## src/design/multi_channel_led_blinker_unit_macros.svh

```systemverilog
// Assertion macros used by the LED blinker controller.
`ifndef MULTI_CHANNEL_LED_BLINKER_UNIT_MACROS_SVH
`define MULTI_CHANNEL_LED_BLINKER_UNIT_MACROS_SVH

// Consequent must hold in the same cycle as the antecedent.
`define MCLB_ASSERT_SAME(label, clk, rst_n, ante, cons, msg) \
  label: assert property (@(posedge clk) disable iff (!rst_n) (ante) |-> (cons)) \
    else $error(msg);

// Consequent must hold in the cycle after the antecedent.
`define MCLB_ASSERT_NEXT(label, clk, rst_n, ante, cons, msg) \
  label: assert property (@(posedge clk) disable iff (!rst_n) (ante) |=> (cons)) \
    else $error(msg);

`endif

```

## src/design/mclb_pkg.sv

```systemverilog
// Package with the types and constants of the LED blinker.
`default_nettype none
package mclb_pkg;

  localparam int CHANNELS = 32;
  localparam int IDX_W    = $clog2(CHANNELS);
  localparam int NUM_W    = 6;
  localparam int CNT_W    = $clog2(CHANNELS + 1);

  typedef enum logic [2:0] {
    OP_TICK  = 3'd0,
    OP_SOLID = 3'd1,
    OP_BLINK = 3'd2,
    OP_RATE  = 3'd3,
    OP_QUERY = 3'd4
  } op_e;

  typedef enum logic [2:0] {
    EV_NONE    = 3'd0,
    EV_ON      = 3'd1,
    EV_OFF     = 3'd2,
    EV_STARTED = 3'd3,
    EV_DONE    = 3'd4
  } event_e;

  typedef enum logic [1:0] {
    MODE_OFF     = 2'd0,
    MODE_ON      = 2'd1,
    MODE_BLINK   = 2'd2,
    MODE_ONESHOT = 2'd3
  } mode_e;

  typedef enum logic [0:0] {
    REG_NUM_LEDS = 1'b0,
    REG_POLARITY = 1'b1
  } reg_e;

  // Commands from the controller to the datapath.
  typedef struct packed {
    logic accept_tick;
    logic accept_cmd;
    logic scan;
    logic emit;
  } ctrl_cmd_t;

  // Status from the datapath to the controller.
  typedef struct packed {
    logic scan_last;
    logic emit_end;
  } dp_status_t;

endpackage
`default_nettype wire

```

## src/design/mclb_ctrl.sv

```systemverilog
// Controller state machine of the LED blinker.
`default_nettype none
`include "multi_channel_led_blinker_unit_macros.svh"
module mclb_ctrl
  import mclb_pkg::*;
(
  input  wire logic       clk_i,
  input  wire logic       rst_ni,
  input  wire logic       start,
  input  wire logic [2:0] op_i,
  input  dp_status_t      status_i,
  output ctrl_cmd_t       cmd_o,
  output logic            busy
);

  typedef enum logic [1:0] {
    ST_IDLE,
    ST_SCAN,
    ST_EMIT
  } state_e;

  state_e state_q;
  logic   accept;

  assign accept = start && (state_q == ST_IDLE);

  always_comb begin
    cmd_o.accept_tick = accept && (op_e'(op_i) == OP_TICK);
    cmd_o.accept_cmd  = accept && (op_e'(op_i) != OP_TICK);
    cmd_o.scan        = (state_q == ST_SCAN);
    cmd_o.emit        = (state_q == ST_EMIT);
  end

  assign busy = (state_q != ST_IDLE);

  always_ff @(posedge clk_i or negedge rst_ni) begin
    if (!rst_ni) begin
      state_q <= ST_IDLE;
    end else begin
      unique case (state_q)
        ST_IDLE: begin
          if (cmd_o.accept_tick) state_q <= ST_SCAN;
        end
        ST_SCAN: begin
          if (status_i.scan_last) state_q <= ST_EMIT;
        end
        ST_EMIT: begin
          if (status_i.emit_end) state_q <= ST_IDLE;
        end
        default: state_q <= ST_IDLE;
      endcase
    end
  end

  `MCLB_ASSERT_NEXT(a_tick_scans, clk_i, rst_ni, cmd_o.accept_tick, state_q == ST_SCAN,
                    "tick transaction did not start a scan")
  `MCLB_ASSERT_NEXT(a_scan_runs, clk_i, rst_ni, state_q == ST_SCAN && !status_i.scan_last,
                    state_q == ST_SCAN, "scan ended early")
  `MCLB_ASSERT_NEXT(a_emit_ends, clk_i, rst_ni, state_q == ST_EMIT && status_i.emit_end,
                    state_q == ST_IDLE && !busy, "emission did not return to idle")

endmodule
`default_nettype wire

```

## config.mk

```make
export PLATFORM = sky130hd
export DESIGN_NAME = mclb_ctrl
export DESIGN_NICKNAME = d
export VERILOG_FILES = /design/src/design/mclb_pkg.sv /design/src/design/mclb_ctrl.sv
export VERILOG_INCLUDE_DIRS = /design/src /design/src/design
export SDC_FILE = /design/constraint.sdc
export NUM_CORES = 1
export LEC_CHECK = 0
export BUFFER_PORTS_ARGS = -buffer_cell sky130_fd_sc_hd__buf_4
export CAP_MARGIN = 10
export CORE_AREA = 2 2 39 41
export CTS_BUF_LIST = sky130_fd_sc_hd__clkbuf_2
export CTS_CLUSTER_SIZE = 8
export DETAILED_ROUTE_END_ITERATION = 10
export DIE_AREA = 0 0 41 43
export GPL_ROUTABILITY_DRIVEN = 0
export PLACE_DENSITY = 0.3
export SYNTH_ARGS = -nofsm -noshare
export SYNTH_HDL_FRONTEND = slang
export SYNTH_SLANG_ARGS = --single-unit
```

## constraint.sdc

```tcl
create_clock -name clk_i -period 1.1 [get_ports clk_i]
set_input_delay 0.165 -clock clk_i [delete_from_list [all_inputs] [get_ports clk_i]]
set_output_delay 0.165 -clock clk_i [all_outputs]
set_load 0.02 [all_outputs]
```

======== After elaboration in Yosys (flattened, before gate mapping) ========
Cells that the tools add are included.
storage, ports and cells
  register bits after elaboration ......... 2
  input bits .............................. 8
  output and inout port bits .............. 5
  word-level logic and storage cells ...... 18
cells by class
  eq/ne operators ......................... 5
  muxes and demuxes ....................... 4
  reduce and logical (&&, ||, !) cells .... 8
operator list
  cell                                                  number
  two-way mux 2 bit                                     3
  != test 2 bit (second input constant)                 3
  case mux 2 bit (3 select lines)                       1
  logical AND 1 bit                                     3
  logical NOT 3 bit                                     1
  AND reduction 3 bit                                   1
  nonzero test 3 bit                                    1
  equality test 2 x 1 -> 1 bit (second input constant)  1
  equality test 2 bit (second input constant)           1
  logical NOT 2 bit                                     1
  nonzero test 2 bit                                    1

======== Longest topological paths before layout ========
  depth in word-level cells ............... 5
  mapped depth ............................ 3
  gate-level depth less buffers ........... 3

======== Worst setup path after synthesis ========
Ideal clock, no wire load.
  kind .................................... flip-flop to output port
  start point ............................. register state_q[1]
  end point ............................... output port cmd_o[2] in the netlist's numbering
  data arrival time ....................... 0.971 ns
  data required time ...................... 0.935 ns
  path slack .............................. -0.036 ns
  cell stages (with the launch flop) ...... 4
  buffers on the path ..................... 0
  path through ............................ dfrtp_1 > nor2_1 > inv_2 > nor3b_2
RTL lines
  element                 RTL line         text
  from (decl)             mclb_ctrl.sv:22  state_e state_q;
  from (signal assigned)  mclb_ctrl.sv:38  state_q <= ST_IDLE;
  from (signal assigned)  mclb_ctrl.sv:42  if (cmd_o.accept_tick) state_q <= ST_SCAN;
  from (signal assigned)  mclb_ctrl.sv:45  if (status_i.scan_last) state_q <= ST_EMIT;
  to (decl)               mclb_ctrl.sv:12  output ctrl_cmd_t cmd_o,

==> out/results.tsv <==
stage	metric	value	unit
placement	count of port buffers added during placement	12	
logic_synthesis	synthesis-stage register bit count	2	
logic_synthesis	total standard cell area after synthesis	135	µm²
cells_and_area	flip-flop count of the largest register after layout	2	
setup_path	FF-to-FF Start	state_q[0]	
route	number of DRC markers after the initial detailed-route iteration	1	
pwr	Leakage Power	0.179	nW
setup_path	data required time of the critical path	940	ps
clock_tree	Root Buffer	sky130_fd_sc_hd__clkbuf_2	
setup_path	capturing point of the worst reg2reg path	state_q[0]	
logic_synthesis	instance count of the mapped netlist	13	
worst_hold_path	min-delay src	status_i[1]	
global_routing	Overall Global Routing Usage	7.62	%
timing	Tightest Pin Transition	235	ps
placement	worst setup slack before clock tree synthesis	-60.2	ps
route	via-per-instance ratio	3.67	
floorplanning	ports placed on the boundary	13	
job	maximum capacitance violations	0	
timing	min setup slack post-route	-182	ps
clock_tree	clock input transition at the sequential cells of the worst setup and hold paths	30	ps
timing	worst hold slack after final layout	209	ps
timing	Final Slew Violations	0	
setup_path	type of the setup path with the least slack	register to output port	
setup_path	arrival time of the worst setup path	1120	ps
pwr	share of power burned in combinational logic	41.6	%
cells_and_area	combined area of the multi-input logic cells	95.1	µm²
timing	post-route fraction of the period consumed by the critical path	117	%
clock_tree	clock insertion delay at the later pin of the skew report	190	ps
pwr	largest vdd supply drop	0.000214	V
clock_tree	htree depth	1	
pwr	Sequential Power Share	24.9	%
worst_hold_path	class of the worst hold path	primary input to register	
cells_and_area	final net count	43	
setup_path	critical path capture point type	output port	
timing	worst slew margin relative to its limit	84.3	%
floorplanning	die footprint	1760	µm²
cells_and_area	antenna cell count	0	
timing	Fmax achieved	780	MHz
timing	Final Hold Fails	0	
setup_path	register-to-register path setup slack	-150	ps
floorplanning	standard-cell row count	14	
worst_hold_path	Hold Path End	state_q[1]	
logic_synthesis	Post-Synthesis Mean Instance Area	10.4	µm²
placement	Final HPWL DP	347	µm
route	total number of vias	180	
route	number of iterations in the first detailed-routing pass	2	
pwr	internal portion of total power	0.233	mW
setup_path	top fanout value on the critical path	2	
global_routing	vias in the first global route	213	
floorplanning	core area	1380	µm²
route	Detail Route Antenna Nets	0	
cells_and_area	Fillers	156	
timing	worst clock skew on the final layout	2.36	ps
logic_synthesis	synth warn	0	
global_routing	grt ovf	0	
global_routing	pin count of the biggest net entering global routing	4	
worst_hold_path	worst hold path stage count	2	
pwr	switching portion of total power	31.1	%
clock_tree	buffer depth of the longest clock path	2	
logic_synthesis	total nets after synthesis	21	
route	final routed DRC violation total	0	
floorplanning	Die Y-Extent	43	µm
floorplanning	starting utilization of the core area	9.76	%
cells_and_area	area delta synth->final	155	%
clock_tree	TritonCTS clock tree	built	
global_routing	antenna violations before repair	0	
run_status	violations in the final reports	setup timing	
timing	total of endpoints with negative setup slack in the final report	7	
pwr	pwr/cell area	983	nW/µm²
clock_tree	count of clock tree sinks	2	
global_routing	first-pass GRT wire length	834	µm
cells_and_area	biggest regs	state_q x2	
timing	final setup TNS	-1030	ps
timing	setup repair after global routing missed its margin	yes	
pwr	share of power burned in the clock network	33.5	%
clock_tree	cts bufs inserted	3	
floorplanning	Die X-Extent	41	µm
setup_path	Register-to-Register Path Depth	5	
pwr	overall power	0.338	mW
setup_path	startpoint class of the critical path	register	
logic_synthesis	sequential cell area fraction in the yosys report	37.0	%
cells_and_area	ratio of cells with drive above 1 in the final layout	78.8	%
cells_and_area	footprint of the flip-flops and latches	50.0	µm²
logic_synthesis	distinct cell type count of the synthesized netlist	11	
route	routed length per instance	10.3	µm
route	Detailed Route WL	504	µm
pwr	power dissipated by switching net loads	0.105	mW
cells_and_area	most flop-heavy register	state_q	
timing	shortest period the worst path allows	1280	ps
run_status	outcome	finished, violations left	
## cell usage after synthesis
cell                      count  share of area (%)
sky130_fd_sc_hd__a22o_1       1                6.5
sky130_fd_sc_hd__inv_2        1                2.8
sky130_fd_sc_hd__and2b_4      1                7.4
sky130_fd_sc_hd__nor2_1       1                2.8
sky130_fd_sc_hd__nor2b_1      1                4.6
sky130_fd_sc_hd__and3_1       1                4.6
sky130_fd_sc_hd__inv_1        2                5.6
sky130_fd_sc_hd__dfrtp_1      2                 37
sky130_fd_sc_hd__nor3_4       1                 12
sky130_fd_sc_hd__nor3b_2      1                9.3
sky130_fd_sc_hd__a32o_1       1                7.4
## power groups by stage
stage	logic, mW	clock network [mW]	registers, mW
floorplan	0.0520	0	0.0822
global placement	0.108	0	0.0825
detailed placement	0.109	0	0.0830
CTS	0.135	0.123	0.0825
global route	0.149	0.127	0.0850
finish	0.141	0.113	0.0843
## layout make-up
type / instances / share of cell area [%]
Timing Repair Buffer: 17 / 44.4
Tap cell: 16 / 5.82
Inverter: 3 / 3.27
Clock buffer: 3 / 4.36
Sequential cell: 2 / 14.5
Multi-Input combinational cell: 8 / 27.6
## worst max-delay path: stages, from the launching register on
cell,delay (ps)
sky130_fd_sc_hd__dfrtp_1,390
sky130_fd_sc_hd__buf_4,150
sky130_fd_sc_hd__buf_6,110
sky130_fd_sc_hd__and2b_4,160
sky130_fd_sc_hd__buf_6,120
## worst max path at each step
stage	from	to	slack [ps]	cells after the start
after global routing	state_q[0]	cmd_o[2]	-250	4
after CTS	state_q[0]	cmd_o[2]	-200	4
after detailed placement	state_q[1]	cmd_o[2]	-60	4
after global placement	state_q[0]	cmd_o[2]	-50	4
final	state_q[0]	cmd_o[1]	-180	4
after floorplan	state_q[1]	cmd_o[2]	10	3
## cell usage in the layout, fill, tap and decap left out, drive strengths merged
cell type,n
buf,16
clkbuf,3
inv,3
dfrtp,2
nor2,1
nor3,1
nor3b,1
and3,1
nor2b,1
and2b,1
a22o,1
a32o,1
dlygate4sd3,1
## metal layers
| layer | part of all wire (%) | global-route usage [%] | wire length, µm |
|---|---|---|---|
| met1 | 36 | 6.41 | 181 |
| met3 | 13 | 3.66 | 63 |
| met5 | 0 | 0 | 0 |
| met2 | 51 | 11.6 | 259 |
| met4 | 0 | 8.00 | 0 |
## logic make-up (layout without fill, tap and decap cells)
| group | count (synthesis) | after routing | share of synthesized area, % |
|---|---|---|---|
| AO/OA/AOI/OAI | 2 | 2 | 13.9 |
| flip-flops | 2 | 2 | 37.0 |
| AND/OR/NAND/NOR | 6 | 6 | 40.7 |
| buffers and inverters | 3 | 23 | 8.33 |
## repair_timing
| item | CTS | global route |
|---|---|---|
| setup buffers | 3 | 0 |
| endpoints found under the hold margin | 2 | 0 |
| hold buffers | 1 | 0 |
| pin swaps | 2 | 1 |
| resized for setup | 7 | 3 |
| endpoints found under the setup margin | 4 | 7 |
## stage by stage
stage,utilization [%],cell area (µm²),std cells
global route,24.9,344,49
finish,24.9,344,49
CTS,23.9,330,49
detailed placement,18.7,259,42
global placement,18.7,259,42
floorplan,-,141,13
(Power assumes the default switching activity.)
